==> src/fpca_pkg.sv <==
// ----------------------------------------------------------------------------
// fpca_pkg: shared types and constants of the flag pool cell allocator
// Command and status codes, register indexes, widths and cell link types.
// ----------------------------------------------------------------------------
package fpca_pkg;

    localparam int MAX_CELLS = 64;

    localparam int ADDR_W  = 32;
    localparam int SIZE_W  = 13;
    localparam int COUNT_W = 7;
    localparam int CFG_W   = 32;
    localparam int CFG_IDX_W = 2;
    localparam int STATUS_W  = 2;

    // width that holds both the count register and the built maximum
    localparam int CMP_W = (COUNT_W > $clog2(MAX_CELLS + 1)) ? COUNT_W : $clog2(MAX_CELLS + 1);

    localparam logic CMD_ALLOC = 1'b0;
    localparam logic CMD_FREE  = 1'b1;

    localparam logic [STATUS_W-1:0] ST_ALLOCATED = 2'd0;
    localparam logic [STATUS_W-1:0] ST_FULL      = 2'd1;
    localparam logic [STATUS_W-1:0] ST_FREED     = 2'd2;
    localparam logic [STATUS_W-1:0] ST_NOT_FOUND = 2'd3;

    localparam logic [CFG_IDX_W-1:0] REG_BASE_ADDRESS = 2'd0;
    localparam logic [CFG_IDX_W-1:0] REG_CELL_SIZE    = 2'd1;
    localparam logic [CFG_IDX_W-1:0] REG_CELL_COUNT   = 2'd2;

    localparam logic [ADDR_W-1:0]  RST_BASE_ADDRESS = '0;
    localparam logic [SIZE_W-1:0]  RST_CELL_SIZE    = 13'd16;
    localparam logic [COUNT_W-1:0] RST_CELL_COUNT   = 7'd64;

    // search token handed from one cell to the next
    typedef struct packed {
        logic              tok;
        logic [ADDR_W-1:0] addr;
    } cell_link_t;

    // request fields broadcast to every cell
    typedef struct packed {
        logic              cmd;
        logic [ADDR_W-1:0] free_address;
        logic [SIZE_W-1:0] cell_size;
    } cell_ctl_t;

    // per-cell outcome
    typedef struct packed {
        logic              hit;
        logic              stop;
        logic [ADDR_W-1:0] addr;
    } cell_stat_t;

    typedef struct packed {
        logic [STATUS_W-1:0] status;
        logic [ADDR_W-1:0]   cell_address;
        logic [ADDR_W-1:0]   range_first;
        logic [ADDR_W-1:0]   range_last;
    } result_t;

endpackage

==> src/fpca_cell.sv <==
// ----------------------------------------------------------------------------
// fpca_cell: one cell of the allocator chain
// Holds the occupied flag, checks the passing token and forwards it onwards.
// ----------------------------------------------------------------------------
module fpca_cell (
    input  logic               aclk,
    input  logic               aresetn,
    input  fpca_pkg::cell_ctl_t  ctl,
    input  logic               in_use,
    input  fpca_pkg::cell_link_t link_in,
    output fpca_pkg::cell_link_t link_out,
    output fpca_pkg::cell_stat_t stat
);
    import fpca_pkg::*;

    logic              tok_reg;
    logic              occ_reg;
    logic [ADDR_W-1:0] addr_reg;
    logic              match;

    always_comb begin
        if (ctl.cmd == CMD_ALLOC) begin
            match = ~occ_reg;
        end else begin
            match = (addr_reg == ctl.free_address);
        end
    end

    assign stat.hit  = tok_reg & in_use & match;
    assign stat.stop = tok_reg & ~in_use;
    assign stat.addr = stat.hit ? addr_reg : '0;

    assign link_out.tok  = tok_reg & in_use & ~match;
    assign link_out.addr = addr_reg + ADDR_W'(ctl.cell_size);

    always_ff @(posedge aclk) begin
        if (!aresetn) begin
            tok_reg <= 1'b0;
            occ_reg <= 1'b0;
        end else begin
            tok_reg <= link_in.tok;
            if (stat.hit) begin
                occ_reg <= (ctl.cmd == CMD_ALLOC);
            end
        end
    end

    always_ff @(posedge aclk) begin
        if (link_in.tok) begin
            addr_reg <= link_in.addr;
        end
    end

endmodule

==> config.mk <==
export PLATFORM = sky130hd
export DESIGN_NAME = fpca_cell
export DESIGN_NICKNAME = d
export VERILOG_FILES = /design/src/fpca_pkg.sv /design/src/fpca_cell.sv
export SDC_FILE = /design/constraint.sdc
export NUM_CORES = 1
export LEC_CHECK = 0
export BUFFER_PORTS_ARGS = -buffer_cell sky130_fd_sc_hd__clkbuf_2
export CAP_MARGIN = 10
export CELL_PAD_IN_SITES_DETAIL_PLACEMENT = 1
export CELL_PAD_IN_SITES_GLOBAL_PLACEMENT = 1
export CORE_ASPECT_RATIO = 0.5
export CORE_MARGIN = 3
export CORE_UTILIZATION = 32
export DETAILED_ROUTE_END_ITERATION = 7
export PLACE_DENSITY = 0.79
export SLEW_MARGIN = 10
export SYNTH_ARGS = -nofsm -noshare
export SYNTH_HDL_FRONTEND = slang
export SYNTH_SLANG_ARGS = --single-unit
==> constraint.sdc <==
create_clock -name aclk -period 2.85 [get_ports aclk]
set_input_delay 0.4275 -clock aclk [delete_from_list [all_inputs] [get_ports aclk]]
set_output_delay 0.4275 -clock aclk [all_outputs]
set_load 0.01 [all_outputs]
After elaboration in Yosys (flattened, before gate mapping)

Cells that the tools add are included.

Flip-flop bits (word level): 34
Input port bits: 82
Output and inout bits: 67
Word-level logic and storage cells: 15

$add $sub $neg: 1
Eq/ne operators: 1
Muxes and demuxes: 2
Bitwise operators: 8

Operators with widths:

| cell                    | number |
|---|---|
| adder 32 x 13 -> 32 bit | 1 |
| == test 32 bit          | 1 |
| two-way mux 32 bit      | 1 |
| AND 1 bit               | 4 |
| NOT 1 bit               | 4 |
| two-way mux 1 bit       | 1 |

Depth between registers and ports, before layout

Gate-level depths: netlist of the first run.

Word-level depth: 4
Gate-level depth with buffers: 9
Mapped depth without buffers: 8

Worst setup path before layout of the first run

OpenSTA, ideal clock, no wires.

Kind: input -> output
From: input port ctl[0] (netlist bit)
To: output port link_out[30] (netlist bit)
Arrival time: 2.249 ns
Data required time: 2.423 ns
Setup slack: 0.174 ns
Stages: 9
Path buffers: 1
Cell sequence: ha_1 fa_1 a21oi_1 o22a_1 o21ai_0 a21o_1 clkbuf_1 nor2b_1 xnor2_1

RTL lines:

| element         | line            | source |
|---|---|---|
| start, declared | fpca_cell.sv:8  | `input fpca_pkg::cell_ctl_t ctl,` |
| end, declared   | fpca_cell.sv:11 | `output fpca_pkg::cell_link_t link_out,` |

==> results of run 1 <==
power by group through the flow:
stage	clock, uW	combinational, uW	sequential (uW)
2_1_floorplan	0	272	636
3_3_place_gp	0	514	642
3_5_place_dp	0	526	646
4_1_cts	550	571	635
5_1_grt	576	698	645
6_report	544	645	641
area by class of cell:
class / count / area (sq um)
Clock inverter: 1 / 5.005
Sequential cell: 34 / 1001
Clock buffer: 7 / 142.6
Fill cell: 890 / 3321
Inverter: 8 / 30.03
Multi-Input combinational cell: 208 / 1881
Timing Repair Buffer: 180 / 1027
Tap cell: 108 / 135.1
repair_timing:
item	CTS	global route
hold endpoints to repair	0	0
gates resized for setup	27	92
endpoints found under the setup margin	54	57
setup buffers	4	5
pin swaps	16	21
critical path: stages (launching register included):
cell	delay, ns
edfxtp_1	0.45
xor2_1	0.19
nor4_1	0.28
nand4_1	0.17
or4_4	0.59
a21oi_4	0.21
buf_4	0.19
and2_1	0.16
clkbuf_2	0.16
layout by cell type, fill, tap and decap left out, types with 4 or more instances in the layout:
cell	instances
xnor2_2	6
a21oi_2	4
ha_1	4
xor2_1	41
xnor2_1	15
o21ai_0	4
clkbuf_2	111
nand3_4	4
buf_4	26
buf_6	5
clkbuf_16	5
nor4_1	4
nand4_1	4
ha_4	9
buf_2	36
nand3_1	7
and2_1	31
a21o_1	4
edfxtp_1	32
a21oi_1	10
nand2_1	12
inv_1	8
nor2_4	6
kinds of logic after synthesis:
group	count (synthesis)	synth area share (%)
buffers and inverters	13	2.779
XOR/XNOR	62	21.16
AND/OR/NAND/NOR	93	20.19
adder cells (fa/ha/maj)	14	7.119
AO/OA/AOI/OAI	39	9.751
flip-flops	34	39.01
through the flow:
stage	instances	util [%]	TNS [ns]
final	546	55.97	-6.689
after global routing	546	55.97	-10.80
after CTS	541	51.79	-4.883
after detailed placement	529	47.54	-1.134
after global placement	529	47.54	-0.05636
after floorplan	255	-	0
layer usage:
| layer | track usage (%) | share of wire, % |
|---|---|---|
| met1 | 23.49 | 40 |
| met2 | 39.41 | 54 |
| met3 | 3.188 | 3.5 |
| met4 | 6.106 | 2.2 |
| met5 | 0 | 0 |
final timing paths:
check                                  start          end  slack, ns  cells after the start
worst max-delay path            addr_reg[26]      stat[3]      -0.26                      8
worst min-delay path              link_in[1]  addr_reg[1]       0.32                      1
worst max register to register  addr_reg[26]      occ_reg       0.63                      7
worst min register to register       occ_reg      occ_reg       0.55                      2
==> impl_metrics.json, run 1 <==
{
  "status": "finished with violations",
  "violations": "negative setup slack",
  "grt_pass1_vias": 2911,
  "grt-ovfl-total": 0,
  "drc": 0,
  "routabilityCongestion": 0.8028,
  "p_seq_share_pct": 35.0,
  "ir_drop_v": 0.0003458,
  "worstSkewPairLatency_ns": 0.28,
  "grt_max_degree": 34,
  "first_pass_iters": 4,
  "ys_types": 36,
  "wire_per_inst_microns": 19.86,
  "ys_ff_latch": 34,
  "avgSynthCellArea_sq_um": 10.06,
  "largest_register_ffs": 32,
  "cts_tree": "built",
  "synth_most_common_cell": "xor2_1",
  "cp_max_fo": 9,
  "drt_iter0_drc": 99,
  "rsz0062_at_grt": "true",
  "cts.clk_slew.worst_paths_ns": 0.06,
  "setup_ws_ns": -0.2581,
  "clockPowerShare_pct": 29.7,
  "timing.slew.headroom_pct": 39.82,
  "syn_to_final_growth_pct": 64.51,
  "min_period_over_period_pct": 109.1,
  "io_buffers": 148,
  "whs_ns": 0.3236,
  "leakagePower_uw": 0.001960,
  "arrival_ns": 2.68,
  "worstPathRequired_ns": 2.42,
  "critPathLaunchType": "flip-flop",
  "synth_fp_nets": 351,
  "intPower_uw": 1248,
  "cts-hold-fix-buffers": 0,
  "fmax_mhz": 321.7,
  "ant_nets": 0,
  "yosys-top-cells-area": "edfxtp_1 37%, xor2_1 14%, and2_1 8.0%",
  "clockBufferDepth": 2,
  "place_area_sq_mm": 0.003586,
  "grtUsageTotal_pct": 20.51,
  "final_nets": 533,
  "critical_path.endpoint_type": "output pin",
  "async_flop_share_pct": 0,
  "slew_violations": 0,
  "synth_edf_count": 32,
  "antenna_cells": 0,
  "fp.dieH_microns": 69.32,
  "numCtsBuffers": 5,
  "yosysTopAreaCell": "edfxtp_1",
  "skew_ns": 0.006884,
  "core_sq_mm": 0.007542,
  "drv_cap": 0,
  "die_area_sq_mm": 0.009195,
  "yosysWarnings": 0,
  "p_sw_uw": 582.1,
  "die_w_microns": 132.6,
  "vias": 2693,
  "io_pins": 149,
  "power_frac_comb_pct": 35.2,
  "yosysSeqAreaShare_pct": 39.01,
  "yosys-top-cells-count": "41 x xor2_1, 33 x and2_1, 32 x edfxtp_1, 21 x xnor2_1",
  "antenna_found_initial": 0,
  "p_sw_share_pct": 31.81,
  "pre_cts_slack_ns": -0.1152,
  "hold_class": "in -> reg",
  "worst_pin_slew_ns": 0.9026,
  "start_util_pct": 34.02,
  "finalCriticalPeriod_ns": 3.108,
  "setup_viol": 47,
  "post-route-cell-area_sq_mm": 0.004222,
  "netlist_area_sq_mm": 0.002566,
  "finalHoldViolations": 0,
  "power_uw": 1830,
  "drive_gt1_share_pct": 55.02,
  "wl_mm": 10.84,
  "path_class": "reg -> out",
  "cts_sinks": 34,
  "dpl.hpwl_mm": 7.812,
  "synth_top_area_share_pct": 37.45,
  "grt_pass1_wl_mm": 15.18,
  "syn_inst": 255,
  "clk_root_buffer_cell": "clkbuf_16",
  "synth_flop_cell": "edfxtp_1",
  "htree_levels": 2,
  "p_per_area_mw_per_mm2": 433.5,
  "rows": 22,
  "viasPerCell": 4.932
}
No activity file was read; power rests on OpenSTA's default activity.
==> run 2, diff against run 1 <==
clock period = 3.5 ns   (was 2.85 ns; I/O delays follow)
==> impl_metrics.json, run 2 (same netlist as run 1, synthesis figures left out) <==
{
  "grt_pass1_vias": 2663,
  "r2r-start": "addr_reg[18]",
  "drt_iter0_drc": 115,
  "final_nets": 505,
  "first_pass_iters": 4,
  "finalCriticalPeriod_ns": 3.309,
  "cts_setup_buffers": 0,
  "crit_family": "simple AND/OR/NAND/NOR gates",
  "clockBufferDepth": 2,
  "path_buf_inv": 2,
  "antenna_cells": 0,
  "io_buffers": 148,
  "rows": 22,
  "met2_length_mm": 4.615,
  "cts_sinks": 34,
  "finalHoldViolations": 0,
  "slew_violations": 0,
  "drc": 0,
  "top_layer": "met4",
  "core_sq_mm": 0.007542,
  "final_cell_mix": "148 x clkbuf_2, 41 x xor2_1, 33 x and2_1",
  "layout_commonest_cell": "clkbuf_2",
  "setup_ws_ns": 0.1911,
  "wl_met1_mm": 3.758,
  "arrival_ns": 2.78,
  "pre_cts_slack_ns": 0.2826,
  "cts_tree": "built",
  "vias": 2432,
  "grt-ovfl-total": 0,
  "largest_register_ffs": 32,
  "route.met3.wl_microns": 282,
  "leakagePower_uw": 0.001733,
  "cts.clk_slew.worst_paths_ns": 0.06,
  "setup_viol": 0,
  "routabilityCongestion": 0.7836,
  "worstHoldEndpoint": "addr_reg[2]",
  "io_pins": 149,
  "drive_gt1_share_pct": 39.76,
  "r2r-end": "occ_reg",
  "timing.slew.headroom_pct": 42.11,
  "grtUsageTotal_pct": 18.74,
  "drv_cap": 0,
  "fp.dieH_microns": 69.32,
  "cts-hold-fix-buffers": 0,
  "min_from": "link_in[2]",
  "ir_drop_v": 0.0002389,
  "critical_path.endpoint_type": "output pin",
  "hold_class": "in -> reg",
  "wl_mm": 8.766,
  "p_per_area_mw_per_mm2": 376.0,
  "ant_nets": 0,
  "path_class": "reg -> out",
  "hold_path_depth": 1,
  "grt_pass1_wl_mm": 13.74,
  "die_area_sq_mm": 0.009195,
  "cp_slowest_cell": "nor4_1",
  "critPathLaunchType": "flip-flop",
  "crit_chain": "xor2_1 > nor4_1 > nand3_1 > or4_4 > a21oi_4 > buf_12 > and2_1 > clkbuf_2",
  "cp_max_fo": 31,
  "setup_tns_ns": 0,
  "rsz0062_at_grt": "false",
  "fmax_mhz": 302.2,
  "numCtsBuffers": 5,
  "clk_root_buffer_cell": "clkbuf_16",
  "status": "finished, final reports clean",
  "r2r_slack_ns": 1.35,
  "die_w_microns": 132.6,
  "htree_levels": 2,
  "reg2regPathDepth": 6,
  "antenna_found_initial": 0,
  "min_period_over_period_pct": 94.54,
  "worstPathRequired_ns": 2.97,
  "start_util_pct": 34.02,
  "dpl.hpwl_mm": 7.203,
  "viasPerCell": 4.695,
  "cpPeakStageDelay_ns": 0.49,
  "worstSkewPairLatency_ns": 0.28,
  "syn_to_final_growth_pct": 39.98,
  "wire_per_inst_microns": 16.92,
  "worst_pin_slew_ns": 0.8684,
  "skew_ns": 0.003741,
  "grt_max_degree": 34
}
## run 2: changes by cell type in the layout (fill, tap and decap cells not counted), sizes merged
cell	delta
buf	-65
clkbuf	+37
## run 2: worst max path at each step
stage	slack (ns)	from	endpoint	cells past startpoint
after global placement	0.35	ctl[0]	link_out[30]	10
final	0.19	addr_reg[18]	stat[20]	8
after detailed placement	0.28	ctl[0]	link_out[30]	10
after CTS	0.15	addr_reg[4]	link_out[24]	8
after global routing	0.02	addr_reg[24]	stat[13]	8
after floorplan	0.63	ctl[0]	link_out[30]	9
## run 2: metrics by stage
step | area, sq um | power (uW) | hold slack, ns | util [%] | cells
finish | 3592 | 1351 | 0.4246 | 47.63 | 518
global route | 3592 | 1427 | 0.4131 | 47.63 | 518
CTS | 3591 | 1366 | 0.4149 | 47.61 | 518
detailed placement | 3443 | 921.8 | 0.4883 | 45.65 | 510
global placement | 3443 | 915.9 | 0.4818 | 45.65 | 510
floorplan | 2566 | 739.6 | 0.4612 | - | 255
## run 2: timing repair
action | CTS | global route
endpoints found under the hold margin | 0 | 0
setup endpoints to repair | 0 | 3
resized for setup | 0 | 1
## run 2: layout make-up
type	instances	area [sq um]
fillers	936	3950
inverters	8	30.03
multi-input cells	208	1495
well taps	108	135.1
clock buffers	7	142.6
repair buffers	152	783.3
clock inverters	1	5.005
flip-flops and latches	34	1001
## run 2: metal layers
layer / global-route usage, % / up-vias
met5: 0 / -
li1: - / 1208
met2: 34.61 / 55
met3: 2.899 / 10
met1: 22.64 / 1159
met4: 5.415 / 0
## run 2: report_power, final
part	switching, uW	total (uW)	internal [uW]
Sequential	41.6	524	483
Combinational	209	389	180
Clock	156	438	282
==> run 3, diff against run 2 <==
ABC_AREA = 1   (was unset)
CORE_UTILIZATION = 31   (was 32)
MAX_ROUTING_LAYER = met4   (was unset)
==> impl_metrics.json, run 3 <==
{
  "rows": 24,
  "ys_ff_latch": 34,
  "clockPowerShare_pct": 30.2,
  "cts_tree": "built",
  "drc": 0,
  "p_seq_share_pct": 37.4,
  "critical_path.endpoint_type": "output pin",
  "finalCriticalPeriod_ns": 3.276,
  "hold_class": "in -> reg",
  "setup_viol": 0,
  "ant_nets": 0,
  "power_frac_comb_pct": 32.5,
  "routabilityCongestion": 0.8561,
  "fmax_mhz": 305.3,
  "worstSkewPairLatency_ns": 0.28,
  "die_w_microns": 142.9,
  "clk_root_buffer_cell": "clkbuf_16",
  "io_buffers": 148,
  "p_per_area_mw_per_mm2": 360.2,
  "antenna_cells": 0,
  "io_pins": 149,
  "cts_resized": 0,
  "synth_most_common_cell": "nand2_1",
  "largest_register_ffs": 32,
  "drv_cap": 0,
  "syn_inst": 410,
  "fin_cells": 680,
  "slew_violations": 0,
  "netlist_area_sq_mm": 0.002907,
  "leakagePower_uw": 0.002162,
  "finalHoldViolations": 0,
  "dpl.hpwl_mm": 9.176,
  "avgSynthCellArea_sq_um": 7.089,
  "final_util_pct": 43.69,
  "grt-ovfl-total": 0,
  "drt_iter0_drc": 121,
  "yosys-top-cells-area": "edfxtp_1 33%, nand2_1 15%, inv_1 8.4%",
  "antenna_found_initial": 0,
  "grtUsageTotal_pct": 20.94,
  "placed_cells": 672,
  "final_cell_mix": "148 x clkbuf_2, 120 x nand2_1, 65 x inv_1",
  "skew_ns": 0.004969,
  "status": "finished, final reports clean",
  "yosys-top-cells-count": "120 x nand2_1, 65 x inv_1, 61 x nor2_1, 32 x edfxtp_1, 26 x xor2_1",
  "fp.dieH_microns": 74.47,
  "start_util_pct": 32.59,
  "core_sq_mm": 0.008919,
  "synth_top_area_share_pct": 33.06,
  "vias": 3155,
  "synth_fp_nets": 506,
  "ys_types": 26,
  "min_period_over_period_pct": 93.60,
  "critPathLaunchType": "flip-flop",
  "first_pass_iters": 6,
  "yosysTopAreaCell": "edfxtp_1",
  "cts.clk_slew.worst_paths_ns": 0.06,
  "viasPerCell": 4.640,
  "yosysWarnings": 0,
  "numCtsBuffers": 5,
  "worstPathRequired_ns": 2.97,
  "path_class": "reg -> out",
  "grt_pass1_vias": 3268,
  "p_sw_uw": 476.3,
  "htree_levels": 2,
  "die_area_sq_mm": 0.01064,
  "timing.slew.headroom_pct": 40.42,
  "clockBufferDepth": 2,
  "worst_pin_slew_ns": 0.8936,
  "ir_drop_v": 0.0001639,
  "setup_tns_ns": 0,
  "cp_max_fo": 3,
  "wire_per_inst_microns": 16.03,
  "wl_mm": 10.90,
  "p_sw_share_pct": 33.93,
  "async_flop_share_pct": 0,
  "drive_gt1_share_pct": 30.55,
  "syn_to_final_growth_pct": 34.05,
  "cts-hold-fix-buffers": 0,
  "intPower_uw": 927.3,
  "layout_commonest_cell": "clkbuf_2",
  "final_nets": 658,
  "yosysSeqAreaShare_pct": 34.44,
  "synth_edf_count": 32,
  "cts_setup_buffers": 0,
  "rsz0062_at_grt": "false",
  "synth_flop_cell": "edfxtp_1",
  "grt_pass1_wl_mm": 16.62,
  "arrival_ns": 2.75,
  "grt_max_degree": 35,
  "cts_sinks": 34
}
[run 3: kinds of logic (layout without fill, tap and decap cells)]
kind of cell,Yosys count,in the layout,synth area share [%]
flops,34,34,34.44
buf+inv,72,225,10.07
xor+xnor,41,41,12.35
simple gates,222,222,31.68
fa+ha+maj,14,14,6.285
compound gates,27,27,5.166
[run 3: final timing paths]
kind                       end  slack [ns]          from  cells past startpoint
setup / recovery  link_out[18]        0.22   addr_reg[0]                     11
hold reg to reg        occ_reg        0.47       occ_reg                      2
hold / removal    addr_reg[10]        0.42   link_in[10]                      1
setup reg to reg       occ_reg        1.54  addr_reg[14]                     11
[run 3: stage by stage]
step                hold WS [ns]  area (sq um)  total power [uW]  setup slack, ns
floorplan                 0.4350          2907             781.4           0.9011
global route              0.4146          3896              1481          0.07019
CTS                       0.4193          3896              1412           0.2319
detailed placement        0.4671          3760             987.5           0.3530
global placement          0.4461          3760             974.0           0.4964
finish                    0.4170          3896              1404           0.2240
[run 3: layout make-up]
class	count	area, sq um
Clock buffer	8	136.4
Fill cell	1178	5022
Inverter	69	259.0
Multi-Input combinational cell	304	1613
Sequential cell	34	1001
Tap cell	117	146.4
Timing Repair Buffer	148	740.7
[run 3: power by group through the flow]
stage / Clock, uW / Sequential, uW / Combinational, uW
after floorplan: 0 / 515 / 267
after global placement: 0 / 531 / 443
after detailed placement: 0 / 532 / 455
after CTS: 428 / 524 / 459
after global routing: 443 / 529 / 509
final: 423 / 525 / 456
[run 3: routing by layer]
layer | share of wire [%] | GRT usage, % | wire length [microns]
met5 | 0 | - | 0
met4 | 1.7 | 4.742 | 180
met3 | 3.7 | 2.248 | 404
met2 | 49 | 36.02 | 5348
met1 | 46 | 26.97 | 4967
[run 3: critical path, stage by stage (launching register included)]
cell	delay, ns
edfxtp_1	0.42
ha_1	0.23
fa_1	0.41
nand3_1	0.10
nand2_1	0.10
a21oi_1	0.26
o21ai_1	0.20
nand2_1	0.12
nand2_1	0.14
nand2_1	0.11
xor2_1	0.20
clkbuf_2	0.18
